### config.mk
export PLATFORM = sky130hd
export DESIGN_NAME = sbus_frame_decoder
export DESIGN_NICKNAME = d
export VERILOG_FILES = /design/src/hdl/sbd_pkg.sv /design/src/hdl/sbus_frame_decoder.sv
export SDC_FILE = /design/constraint.sdc
export NUM_CORES = 1
export LEC_CHECK = 0
export ABC_AREA = 0
export BUFFER_PORTS_ARGS = -buffer_cell sky130_fd_sc_hd__buf_2
export CAP_MARGIN = 20
export CORE_MARGIN = 3
export CORE_UTILIZATION = 60
export CTS_CLUSTER_DIAMETER = 30
export DETAILED_ROUTE_END_ITERATION = 16
export GPL_TIMING_DRIVEN = 0
export PLACE_DENSITY_LB_ADDON = 0.08
export SLEW_MARGIN = 25
export SYNTH_ARGS = -nofsm -noshare
export SYNTH_HDL_FRONTEND = slang
export SYNTH_SLANG_ARGS = --single-unit
### constraint.sdc
create_clock -name clk_i -period 4.4 [get_ports clk_i]
set_input_delay 1.32 -clock clk_i [delete_from_list [all_inputs] [get_ports clk_i]]
set_output_delay 1.32 -clock clk_i [all_outputs]
set_load 0.05 [all_outputs]
### src/hdl/sbd_pkg.sv
// ----------------------------------------------------------------------------
// sbd_pkg
// Shared types, constants and the byte-position decode table for the
// 16-channel, 11-bit serial bus frame decoder.
// ----------------------------------------------------------------------------
package sbd_pkg;

  localparam logic [7:0]  StartByte  = 8'h0F;
  localparam logic [4:0]  FrameLen   = 5'd25;
  localparam logic [4:0]  FlagsCount = 5'd24;
  localparam logic [4:0]  SlotFlags  = 5'd16;
  localparam logic [4:0]  SlotEnd    = 5'd17;
  localparam int unsigned MemDepth   = 25;
  localparam int unsigned AddrW      = 5;

  // What a byte count (bytes stored after this byte) produces.
  typedef struct packed {
    logic       emit;       // a result leaves for this byte
    logic       raw;        // result carries the raw byte
    logic       frame_end;  // byte closes the frame
    logic [4:0] slot;       // slot number
    logic [4:0] shamt;      // shift into {cur, prev1, prev2}
  } slot_info_t;

  // Channel k completes on count 2 + ((11k + 10) >> 3); it spans the current
  // byte, the previous one, and the one before that when its bit offset is
  // above five. The shift selects its 11 bits from {cur, prev1, prev2}.
  function automatic slot_info_t decode_count(logic [4:0] c);
    slot_info_t info;
    info = '{emit: 1'b0, raw: 1'b0, frame_end: 1'b0, slot: 5'd0, shamt: 5'd0};
    unique case (c)
      5'd3:    info = '{1'b1, 1'b0, 1'b0, 5'd0,  5'd8};
      5'd4:    info = '{1'b1, 1'b0, 1'b0, 5'd1,  5'd11};
      5'd6:    info = '{1'b1, 1'b0, 1'b0, 5'd2,  5'd6};
      5'd7:    info = '{1'b1, 1'b0, 1'b0, 5'd3,  5'd9};
      5'd8:    info = '{1'b1, 1'b0, 1'b0, 5'd4,  5'd12};
      5'd10:   info = '{1'b1, 1'b0, 1'b0, 5'd5,  5'd7};
      5'd11:   info = '{1'b1, 1'b0, 1'b0, 5'd6,  5'd10};
      5'd12:   info = '{1'b1, 1'b0, 1'b0, 5'd7,  5'd13};
      5'd14:   info = '{1'b1, 1'b0, 1'b0, 5'd8,  5'd8};
      5'd15:   info = '{1'b1, 1'b0, 1'b0, 5'd9,  5'd11};
      5'd17:   info = '{1'b1, 1'b0, 1'b0, 5'd10, 5'd6};
      5'd18:   info = '{1'b1, 1'b0, 1'b0, 5'd11, 5'd9};
      5'd19:   info = '{1'b1, 1'b0, 1'b0, 5'd12, 5'd12};
      5'd21:   info = '{1'b1, 1'b0, 1'b0, 5'd13, 5'd7};
      5'd22:   info = '{1'b1, 1'b0, 1'b0, 5'd14, 5'd10};
      5'd23:   info = '{1'b1, 1'b0, 1'b0, 5'd15, 5'd13};
      5'd24:   info = '{1'b1, 1'b1, 1'b0, SlotFlags, 5'd16};
      5'd25:   info = '{1'b1, 1'b1, 1'b1, SlotEnd,   5'd16};
      default: info = '{emit: 1'b0, raw: 1'b0, frame_end: 1'b0, slot: 5'd0, shamt: 5'd0};
    endcase
    return info;
  endfunction

endpackage

### src/hdl/sbus_frame_decoder.sv
// ----------------------------------------------------------------------------
// sbus_frame_decoder
// Serial bus frame decoder: 16 packed 11-bit channels, flags and end byte.
// ----------------------------------------------------------------------------
// Usage:
//   Input channel (in_valid_i / in_ready_o) carries one received byte per
//   request in rx_byte_i. While idle only the start byte 0x0F opens a frame;
//   other bytes are taken and dropped. Inside a frame every byte is stored
//   until 25 bytes have arrived.
//   Output channel (out_valid_o / out_ready_i) carries one result per byte
//   that completes a channel (slots 0..15), the flags byte (slot 16) or the
//   end byte (slot 17, frame_end_o high). flags_clear_o tells whether the
//   most recent flags byte was zero.
//   Each result passes the read stage, then the output register.
//   Throughput: one byte per cycle while in_ready_o is high. The frame store
//   is a 25-entry memory with one write port and two registered read ports;
//   the two previous bytes are read while the current one is written.
//   Reset clears the byte count and the flags status; the frame store is
//   not cleared and needs no clearing pass.
//   When the receiver stalls, the output register holds its result and one
//   more result waits in the read stage; only then does in_ready_o drop.
// ----------------------------------------------------------------------------
module sbus_frame_decoder (
  input  logic        clk_i,
  input  logic        rst_ni,
  input  logic        in_valid_i,
  output logic        in_ready_o,
  input  logic [7:0]  rx_byte_i,
  output logic        out_valid_o,
  input  logic        out_ready_i,
  output logic [4:0]  slot_o,
  output logic [10:0] slot_value_o,
  output logic        frame_end_o,
  output logic        flags_clear_o
);

  logic [7:0] mem_q [sbd_pkg::MemDepth];

  logic [4:0] count_q, count_d;
  logic       flags_zero_q, flags_zero_d;

  logic                s1_valid_q;
  sbd_pkg::slot_info_t s1_info_q;
  logic [7:0]          s1_byte_q;
  logic [7:0]          s1_prev1_q;
  logic [7:0]          s1_prev2_q;
  logic                s1_fclr_q;

  logic        o_valid_q;
  logic [4:0]  o_slot_q;
  logic [10:0] o_value_q;
  logic        o_end_q;
  logic        o_fclr_q;

  logic                   accept;
  logic                   store;
  logic                   adv_out;
  logic [4:0]             count_inc;
  sbd_pkg::slot_info_t    info;
  logic [sbd_pkg::AddrW-1:0] rd1_addr, rd2_addr;
  logic [23:0]            window;
  logic [10:0]            value;

  assign adv_out    = !o_valid_q || out_ready_i;
  assign in_ready_o = !s1_valid_q || adv_out;
  assign accept     = in_valid_i && in_ready_o;
  assign store      = accept && ((count_q != 5'd0) || (rx_byte_i == sbd_pkg::StartByte));
  assign count_inc  = count_q + 5'd1;
  assign info       = sbd_pkg::decode_count(count_inc);

  assign rd1_addr = (count_q >= 5'd1) ? count_q - 5'd1 : '0;
  assign rd2_addr = (count_q >= 5'd2) ? count_q - 5'd2 : '0;

  always_comb begin
    count_d      = count_q;
    flags_zero_d = flags_zero_q;
    if (store) begin
      count_d = (count_inc == sbd_pkg::FrameLen) ? 5'd0 : count_inc;
      if (count_inc == sbd_pkg::FlagsCount) begin
        flags_zero_d = (rx_byte_i == 8'h00);
      end
    end
  end

  // Write the current byte, read the two before it.
  always_ff @(posedge clk_i) begin
    if (store) begin
      mem_q[count_q] <= rx_byte_i;
      s1_prev1_q     <= mem_q[rd1_addr];
      s1_prev2_q     <= mem_q[rd2_addr];
      s1_byte_q      <= rx_byte_i;
      s1_info_q      <= info;
      s1_fclr_q      <= flags_zero_d;
    end
  end

  always_ff @(posedge clk_i or negedge rst_ni) begin
    if (!rst_ni) begin
      count_q      <= 5'd0;
      flags_zero_q <= 1'b1;
      s1_valid_q   <= 1'b0;
      o_valid_q    <= 1'b0;
    end else begin
      count_q      <= count_d;
      flags_zero_q <= flags_zero_d;
      if (in_ready_o) begin
        s1_valid_q <= store && info.emit;
      end
      if (adv_out) begin
        o_valid_q <= s1_valid_q;
      end
    end
  end

  assign window = {s1_byte_q, s1_prev1_q, s1_prev2_q};

  always_comb begin
    if (s1_info_q.raw) begin
      value = {3'b000, s1_byte_q};
    end else begin
      value = 11'(window >> s1_info_q.shamt);
    end
  end

  always_ff @(posedge clk_i) begin
    if (adv_out && s1_valid_q) begin
      o_slot_q  <= s1_info_q.slot;
      o_value_q <= value;
      o_end_q   <= s1_info_q.frame_end;
      o_fclr_q  <= s1_fclr_q;
    end
  end

  assign out_valid_o   = o_valid_q;
  assign slot_o        = o_slot_q;
  assign slot_value_o  = o_value_q;
  assign frame_end_o   = o_end_q;
  assign flags_clear_o = o_fclr_q;

  // Byte count never reaches the frame length.
  assert property (@(posedge clk_i) disable iff (!rst_ni)
    count_q < sbd_pkg::FrameLen)
    else $error("byte count out of range");

  // Input stalls only with both stages full and the receiver stalling.
  assert property (@(posedge clk_i) disable iff (!rst_ni)
    !in_ready_o |-> (s1_valid_q && o_valid_q && !out_ready_i))
    else $error("input stalled without backpressure");

  // Read stage holds its result while the output register is stalled.
  assert property (@(posedge clk_i) disable iff (!rst_ni)
    (s1_valid_q && !adv_out) |=> s1_valid_q)
    else $error("read stage result lost");

  // The end byte always closes the frame and returns the count to idle.
  assert property (@(posedge clk_i) disable iff (!rst_ni)
    (store && info.frame_end) |=> (count_q == 5'd0))
    else $error("frame not closed on end byte");

endmodule
; Word level (Yosys, flattened, before mapping)
; Memory sizes are Yosys's and may differ from the RTL's. A register that Yosys moved wholly into a read port is not among the register bits.
; Index checks and enable logic that the tools add are counted.
[classes]
addsub = 3
order_cmp = 2
n_eq_ne = 3
shift = 1
n_mux = 8
reduce_logical = 11
[ops]
columns = cell, n
row1 = 24-bit by 5-bit right shift with 11-bit output, 1
row2 = 5-bit 2-to-1 mux, 3
row3 = "5-bit equality test, second input constant", 2
row4 = "8-bit by 4-bit equality test with 1-bit output, second input constant", 1
row5 = 8-bit zero test, 1
row6 = 8-bit 2-to-1 mux, 1
row7 = "5-bit by 1-bit adder with 5-bit output, second input constant", 1
row8 = "5-bit by 1-bit >= comparator with 1-bit output, second input constant", 1
row9 = "5-bit by 2-bit >= comparator with 1-bit output, second input constant", 1
row10 = 5-bit nonzero test, 1
row11 = "5-bit by 1-bit subtractor with 5-bit output, second input constant", 1
row12 = "5-bit by 2-bit subtractor with 5-bit output, second input constant", 1
row13 = 1-bit logical AND, 4
row14 = 1-bit 2-to-1 mux, 4
row15 = 1-bit logical OR, 3
row16 = 1-bit zero test, 2
[word_totals]
reg_bits = 47
mem_bits_rw = 200
romBits = 416
input_bits = 12
output_inout_bits = 20
word_cells = 45
n_memories = 2
[memory_table]
columns = name, depth, width, rd, rd_ports_with_merged_regs, wr, line_no
row1 = (name not given), 32, 13, 1, 0, 0, sbd_pkg.sv:31  ; unique case (c)
row2 = mem_q, 25, 8, 2, 2, 1, sbus_frame_decoder.sv:37  ; logic [7:0] mem_q [sbd_pkg::MemDepth];

; Depth between registers and ports, before layout
; Gate-level depths: netlist of the first run.
[logic_depth]
ltp_word = 7
ltp_mapped = 13
depth_no_buf = 8

; Least setup slack after synthesis of the first run
; No wires, ideal clock.
[synth_path]
kind = in2reg
startpoint = input rx_byte_i[5]
endpoint = memory mem_q[10][0] (enable)
setup_time_ps = 370
t_arrival_ps = 4124
t_required_ps = 4030
setup_slack_ps = -94
stages = 6
path_buffers = 1
path_cell_list = or4_1 -> nor2_1 -> o311a_1 -> clkbuf_1 -> nand2_1 -> nor2_1
[synth_via]
elab_chain_len = 5
[synth_rtl]
columns = element, line_no
row1 = start: declaration, sbus_frame_decoder.sv:28  ; input logic [7:0] rx_byte_i,
row2 = 8-bit by 4-bit equality test with 1-bit output, sbus_frame_decoder.sv:67  ; assign store = accept && ((count_q != 5'd0) || (rx_byte_i == sbd_pkg::StartByte));
row3 = 1-bit logical OR, sbus_frame_decoder.sv:67
row4 = 1-bit logical AND, sbus_frame_decoder.sv:67
row5 = named net store, sbus_frame_decoder.sv:56  ; logic store;
row6 = 1-bit 2-to-1 mux, sbus_frame_decoder.sv:87  ; if (store) begin
row7 = 1-bit 2-to-1 mux (implied by the code), sbus_frame_decoder.sv:88  ; mem_q[count_q] <= rx_byte_i;
row8 = end: declaration, sbus_frame_decoder.sv:37
; The timed path passes the listed nets, and every way through them passes these cells.

; Worst setup path in the final report of the first run
[layout_path]
startpoint = register count_q[0]
endpoint = register s1_prev1_q[1] (read register of mem_q) (data pin)
[layout_via]
elab_chain_len = 3
word_cells_on_any_way = 6
cone_classes = add/sub: 1 / order compare: 1 / mux: 1 / reduce/logical: 3
[layout_rtl]
columns = element, line_no
row1 = start: declaration, sbus_frame_decoder.sv:39  ; logic [4:0] count_q, count_d;
row2 = start signal: assignment, sbus_frame_decoder.sv:104  ; count_q <= count_d;
row3 = "parallel branches: the longest is 3 deep, another holds 5-bit by 1-bit subtractor with 5-bit output", --
row4 = end: declaration, sbus_frame_decoder.sv:45  ; logic [7:0] s1_prev1_q;
; Parallel ways; which one is timed is not known.
; A chain may end at the register's enable or synchronous reset.

==> results.ini, run 1 <==
[logic_synthesis]
synth_cells=1020
synth-async-reset-ratio_pct=3.07
ys_warn_count=0
synth_edf_count=253
ys_seq_elements=261
synth_top_area_share_pct=56.1
yosysTopAreaCell=edfxtp_1
synth_cell_type_count=68
synth_ff_type=edfxtp_1
yosys-top-cells-area=edfxtp_1 (56%), mux4_2 (9.1%), mux2i_1 (4.4%), mux2_2 (2.4%), nor2_1 (2.2%)
avgSynthCellArea_sq_um=13.3
ys_seq_area_share_pct=57.6
mappedNetlistNets=1042
netlist_area_sq_um=13500

[die]
rows=54
dieArea_sq_um=24400
dieHeight_microns=156
initial_core_util_pct=61.5
core_area_sq_um=22000
ios=32
die_w_microns=156

[timing]
post-route-period-util_pct=104
fin_crit_ns=4.57
final.setup_skew_ns=0.0254
maxSlewHeadroom_pct=27.2
hold_viol_final=0
setup_violations=17
slew_viol_final=0
tightest_slew_ns=1.09
finalWorstSetupSlack_ns=-0.168
fmax_ghz=0.219
rsz0062_at_grt=yes

[grt]
grt_pass1_vias=9882
grt_antenna_before_repair=0
grt.overflow.total=0
grt_pass1_wl_mm=64.9
grt_max_degree=45
track_usage_pct=36.6

[min_path]
min_delay_path_depth=0
hold_path_startpoint=s1_info_q[5]
min_path_type=register to register
hold_path_end=slot_o[0]

[clocking]
clockBufferDepth=3
post_cts_buffers=0
clkTransAtPathRegs_ns=0.05
hold_buffers=0
cts.sinks=261
cts_tree=done
cts_max_level=2
root_buffer=clkbuf_16
clkLatencyLatePin_ns=0.55
cts_made_buffers=50

[status]
violations=setup timing
status=complete, but fails checks

[finish]
layout_common_cells=edfxtp_1 (253), nor2_1 (68), mux2i_1 (59)
diodes=0
layout_commonest_cell=edfxtp_1
layout-drive-gt1-share_pct=23.5
area_growth_pct=17.1
final_cells=1422
nNetsFinal=1124

[drt]
drt_iter0_markers=1818
num_vias=10500
ant_nets=0
wirelength_mm=44.9
routedWlPerCell_microns=31.6
first_pass_iters=6
routed_via_density=7.35
drc=0

[worst_setup_path]
crit_arrival_ns=4.78
reg2reg_slack_ns=-0.17
worstPathRequired_ns=4.61
r2r_cells=10
end_kind=register
worst_setup_path_start_kind=register
path_class=register to register
r2r_end=s1_prev1_q[1]
path_max_fanout=13
r2r-start=count_q[0]

[place]
dp_cells=1332
portBuffers=31
place_hpwl_mm=29.8
routabilityCongestion=1.07

[run]
drv_cap=0

[flip-flops by register name, indices dropped and copies added, names as in the netlist]
| signal | flops |
|---|---|
| frame_end_o | 1 |
| mem_q | 200 |
| s1_fclr_q | 1 |
| flags_clear_o | 1 |
| s1_valid_q | 1 |
| s1_prev1_q | 8 |
| slot_value_o | 11 |
| flags_zero_q | 1 |
| slot_o | 5 |
| out_valid_o | 1 |
| s1_byte_q | 8 |
| s1_info_q | 10 |
| count_q | 5 |
| s1_prev2_q | 8 |
[timing repair]
item / CTS / global route
setup endpoints to repair: 123 / 47
resized for setup: 17 / 14
cloned: 0 / 0
pin swaps: 0 / 2
[worst max-delay path by stage]
stage / from / end / cells after the start
floorplan: rx_byte_i[5] / mem_q[10][0] / 6
global placement: count_q[0] / s1_prev1_q[2] / 11
detailed placement: count_q[0] / s1_prev1_q[2] / 11
CTS: count_q[0] / s1_prev1_q[1] / 12
global route: count_q[0] / s1_prev1_q[7] / 12
finish: count_q[0] / s1_prev1_q[1] / 10
[synthesized netlist by cell type (all sizes together), types with 18 or more instances]
master / count
nand3: 20
o211ai: 32
edfxtp: 253
clkbuf: 47
nor2: 80
mux2: 29
nand2: 57
a22oi: 18
mux4: 55
buf: 30
a31oi: 20
a21oi: 52
mux2i: 59
o21ai: 60
[per-stage QoR]
stage          worst slack (ns)  utilization, %  cell area [sq um]  hold WS, ns  TNS [ns]
2_1_floorplan             0.587               -              13500        0.400         0
4_1_cts                  0.0823            71.9              15800        0.419         0
3_5_place_dp              -1.33            63.9              14100        0.407    -87.46
5_1_grt                  -0.156            72.0              15900        0.428    -0.309
3_3_place_gp              -1.36            63.8              14100        0.401    -83.47
6_report                 -0.168            72.0              15900        0.421    -0.932
[metal layers]
metal	track usage, %	routed length (microns)	vias up	share of wire (%)
li1	-	-	4278	-
met1	50.6	16500	5104	37
met2	53.4	19600	900	44
met3	11.8	6290	172	14
met4	16.9	2470	0	5.5
met5	0	0	-	0
[kinds of logic after synthesis]
kind of cell	after synthesis	share of synthesized area [%]
adder cells (fa/ha/maj)	10	0.924
multiplexers	143	15.9
AO/OA/AOI/OAI	288	14.6
AND/OR/NAND/NOR	217	7.38
buffers and inverters	90	2.89
XOR/XNOR	11	0.767
flip-flops	261	57.6
[worst max-delay path, stage by stage, from the launching register on]
cell and delay, ns:
dfrtp_1 0.42, clkbuf_1 0.39, inv_1 0.27, clkbuf_2 0.31
clkbuf_4 0.32, ha_2 0.61, buf_2 0.40, buf_2 0.42
mux4_2 0.40, o211ai_1 0.42, nand4_1 0.25
[layout make-up]
class | instances | area (sq um)
Fill cell | 1512 | 6170
Clock buffer | 54 | 1290
Buffer | 75 | 354
Tap cell | 280 | 350
Sequential cell | 261 | 7800
Multi-Input combinational cell | 669 | 5420
Clock inverter | 38 | 437
Timing Repair Buffer | 32 | 160
Inverter | 13 | 48.8
Power of run 1 is left out: the tool's default activity adds up to more than one toggle a clock period on the data nets, which glitch-free logic cannot reach.
==> run 2, diff against run 1 <==
--- a/config.mk
+++ b/config.mk
@@ -13,7 +13,8 @@
 export CTS_CLUSTER_DIAMETER = 30
 export DETAILED_ROUTE_END_ITERATION = 16
 export GPL_TIMING_DRIVEN = 0
-export PLACE_DENSITY_LB_ADDON = 0.08
+export PLACE_DENSITY = 0.89
+export RECOVER_POWER = 25
 export SLEW_MARGIN = 25
 export SYNTH_ARGS = -nofsm -noshare
 export SYNTH_HDL_FRONTEND = slang
==> results.ini, run 2 (synthesis gave the netlist of run 1 again) <==
[timing]
fin_crit_ns=4.36
post-route-period-util_pct=99.2
setup_violations=0
hold_viol_final=0
rsz0062_at_grt=yes
tightest_slew_ns=1.11
maxSlewHeadroom_pct=25.9
final.setup_skew_ns=0.0276
slew_viol_final=0
fmax_ghz=0.229

[drt]
drc=0
routedWlPerCell_microns=31.3
routed_via_density=7.44
drt_iter0_markers=1893
wirelength_mm=44.3
first_pass_iters=9
ant_nets=0
num_vias=10500

[grt]
track_usage_pct=36.2
grt_pass1_vias=10200
grt_pass1_wl_mm=65.0
grt_antenna_before_repair=0
grt.overflow.total=0
grt_max_degree=45

[worst_setup_path]
worstPathRequired_ns=4.64
worst_setup_path_start_kind=register
cpMaxStageDelayCell=ha_2
cpLargestDelayFamily=buffers and inverters
path_class=register to register
crit_chain=clkbuf_1 > inv_1 > clkbuf_2 > clkbuf_4 > ha_2 > buf_2 > clkbuf_2 > mux4_2 > o211ai_1 > nand4_1
end_kind=register
crit_top_cell=clkbuf_2
crit_arrival_ns=4.60
path_buf_inv=6
cp_slowest_stage_delay_ns=0.59
path_max_fanout=13

[die]
rows=54
core_area_sq_um=22000
die_w_microns=156
initial_core_util_pct=61.5
dieHeight_microns=156
dieArea_sq_um=24400
ios=32

[clocking]
clockBufferDepth=3
root_buffer=clkbuf_16
cts_max_level=2
hold_buffers=0
clkLatencyLatePin_ns=0.56
cts_made_buffers=46
cts_tree=done
clkTransAtPathRegs_ns=0.06
cts.sinks=261
post_cts_buffers=0

[run]
drv_cap=0

[finish]
finalInstanceArea_sq_um=15800
final_cells=1416
layout-drive-gt1-share_pct=22.1
nNetsFinal=1120
layout_common_cells=edfxtp_1 (253), nor2_1 (72), mux2i_1 (59)
n_fill_cell=1446
area_growth_pct=16.4
largest_reg_flops=200
top_register=mem_q
diodes=0
layout_commonest_cell=edfxtp_1

[place]
place_hpwl_mm=29.6
routabilityCongestion=1.07
portBuffers=31
postPlaceCellArea_sq_um=14100
dp_cells=1332

[min_path]
min_path_type=register to register

[status]
status=finished clean

run 2: cell types whose count changed in the layout (fill, tap and decap cells not counted), sizes merged:
cell / previous run / this run
inv: 22 / 16
clkinvlp: 4 / 1
bufinv: 6 / 7
clkbuf: 99 / 100
buf: 62 / 60
clkinv: 19 / 22
run 2: layer usage:
metal | track usage (%) | vias to the layer above | wire length [microns]
met4 | 19.9 | 0 | 3190
met5 | 0 | - | 0
met3 | 10.5 | 225 | 5970
met1 | 47.3 | 5037 | 15600
met2 | 55.0 | 987 | 19500
li1 | - | 4279 | -
run 2: what timing repair did:
action	4_1_cts	5_1_grt
setup endpoints to repair	117	77
resized for setup	12	11
pin swaps	0	1
run 2: final timing paths:
kind	cells after the start	to	slack, ns	start
worst max-delay path	10	s1_prev1_q[1]	0.04	count_q[0]
worst min-delay path	0	slot_o[3]	0.42	s1_info_q[8]
worst max register to register	10	s1_prev1_q[1]	0.04	count_q[0]
worst min register to register	0	slot_o[3]	0.42	s1_info_q[8]
max in group asynchronous	1	flags_zero_q	3.39	rst_ni
min in group asynchronous	1	s1_valid_q	0.68	rst_ni
run 2: through the flow:
step	TNS, ns	utilization (%)	hold WS, ns	setup WS, ns
2_1_floorplan	0	-	0.400	0.587
3_3_place_gp	-78.23	63.8	0.403	-1.34
3_5_place_dp	-82.80	63.9	0.406	-1.33
4_1_cts	0	71.5	0.425	0.0799
5_1_grt	-1.57	71.6	0.428	-0.0825
6_report	0	71.6	0.421	0.0368
run 2: layout make-up:
cell class / count / area, sq um / share of cell area [%]
Sequential cell: 261 / 7800 / 49.4
Timing Repair Buffer: 32 / 159 / 1.01
Clock buffer: 53 / 1210 / 7.66
Inverter: 13 / 48.8 / 0.309
Tap cell: 280 / 350 / 2.22
Clock inverter: 33 / 448 / 2.84
Multi-Input combinational cell: 669 / 5410 / 34.3
Buffer: 75 / 353 / 2.24
Power of run 2 is left out for the same reason.
==> run 3, diff against run 2 <==
--- a/config.mk
+++ b/config.mk
@@ -14,7 +14,6 @@
 export DETAILED_ROUTE_END_ITERATION = 16
 export GPL_TIMING_DRIVEN = 0
 export PLACE_DENSITY = 0.89
-export RECOVER_POWER = 25
 export SLEW_MARGIN = 25
 export SYNTH_ARGS = -nofsm -noshare
 export SYNTH_HDL_FRONTEND = slang
==> results.ini, run 3 (synthesis gave the netlist of run 1 again) <==
[status]
status=finished clean

[clocking]
clockBufferDepth=3
clkTransAtPathRegs_ns=0.06
root_buffer=clkbuf_16
clkLatencyLatePin_ns=0.56
cts_made_buffers=46
cts_tree=done
hold_buffers=0
cts_max_level=2
cts.sinks=261

[finish]
layout_commonest_cell=edfxtp_1
largest_reg_flops=200
finalInstanceArea_sq_um=15800
layout_common_cells=edfxtp_1 (253), nor2_1 (72), mux2i_1 (59)
nNetsFinal=1120
ff_latch_area_sq_um=7800
diodes=0
top_register=mem_q
multi_input_area_sq_um=5410
final_cells=1416
n_fill_cell=1445
layout-drive-gt1-share_pct=22.2
area_growth_pct=16.4

[worst_setup_path]
worst_setup_path_start_kind=register
end_kind=register
path_max_fanout=13
worstPathRequired_ns=4.64
crit_arrival_ns=4.60
path_class=register to register

[timing]
fmax_ghz=0.229
hold_viol_final=0
tightest_slew_ns=1.11
rsz0062_at_grt=yes
setup_violations=0
post-route-period-util_pct=99.2
maxSlewHeadroom_pct=25.9
fin_crit_ns=4.36
final.setup_skew_ns=0.0276
slew_viol_final=0

[drt]
num_vias=10500
routed_via_density=7.44
drc=0
first_pass_iters=9
ant_nets=0
wirelength_mm=44.3
drt_iter0_markers=1893
routedWlPerCell_microns=31.3

[min_path]
min_path_type=register to register

[grt]
grt_antenna_before_repair=0
grt_pass1_wl_mm=65.0
track_usage_pct=36.2
grt_max_degree=45
grt_pass1_vias=10200
grt.overflow.total=0

[place]
place_hpwl_mm=29.6
postPlaceCellArea_sq_um=14100
dp_cells=1332
routabilityCongestion=1.07
portBuffers=31

[die]
core_area_sq_um=22000
dieHeight_microns=156
ios=32
die_w_microns=156
rows=54
initial_core_util_pct=61.5
dieArea_sq_um=24400

[run]
drv_cap=0

==> run 3: cell types whose count changed in the layout (fill, tap and decap cells not counted), sizes merged <==
cell | previous run | this run
buf | 60 | 61
clkbuf | 100 | 99
==> run 3: per-layer routing <==
layer / share of wire (%) / vias to the layer above / wire length (microns) / global-route usage, %
li1: - / 4279 / - / -
met1: 35 / 5033 / 15600 / 47.3
met2: 44 / 992 / 19500 / 55.0
met3: 14 / 225 / 6000 / 10.5
met4: 7.2 / 0 / 3190 / 19.9
met5: 0 / - / 0 / 0
==> run 3: worst paths after layout <==
kind	start	to	slack, ns	cells past startpoint
setup / recovery	count_q[0]	s1_prev1_q[1]	0.04	10
hold / removal	s1_info_q[8]	slot_o[3]	0.42	0
setup reg to reg	count_q[0]	s1_prev1_q[1]	0.04	10
hold reg to reg	s1_info_q[8]	slot_o[3]	0.42	0
max in group asynchronous	rst_ni	flags_zero_q	3.55	1
min in group asynchronous	rst_ni	s1_valid_q	0.61	1
==> run 3: through the flow <==
stage / utilization (%) / setup WS (ns) / hold slack, ns / TNS, ns
after global placement: 63.8 / -1.34 / 0.403 / -78.23
final: 71.6 / 0.0373 / 0.421 / 0
after floorplan: - / 0.587 / 0.400 / 0
after CTS: 71.5 / 0.0799 / 0.425 / 0
after detailed placement: 63.9 / -1.33 / 0.406 / -82.80
after global routing: 71.6 / -0.0825 / 0.428 / -1.57
==> run 3: timing repair <==
action | CTS | global route
setup endpoints to repair | 117 | 77
pin swaps | 0 | 1
setup buffers | 0 | 0
gates resized for setup | 12 | 11
==> run 3: area by class of cell <==
cell class                 count  area share, %
timing repair buffer          32           1.02
buffer                        75           2.24
clock inverter                33           2.84
clock buffer                  53           7.66
sequential                   261           49.4
inverter                      13          0.309
multi-input combinational    669           34.3
tap                          280           2.22
==> run 3: worst max-delay path, cell delays in order (launching register included) <==
cell and delay (ns):
dfrtp_1 0.42, clkbuf_1 0.30, inv_1 0.24, clkbuf_2 0.30
clkbuf_4 0.32, ha_2 0.59, buf_2 0.38, clkbuf_2 0.46
mux4_2 0.42, o211ai_1 0.38, nand4_1 0.22
Power of run 3 is left out for the same reason.
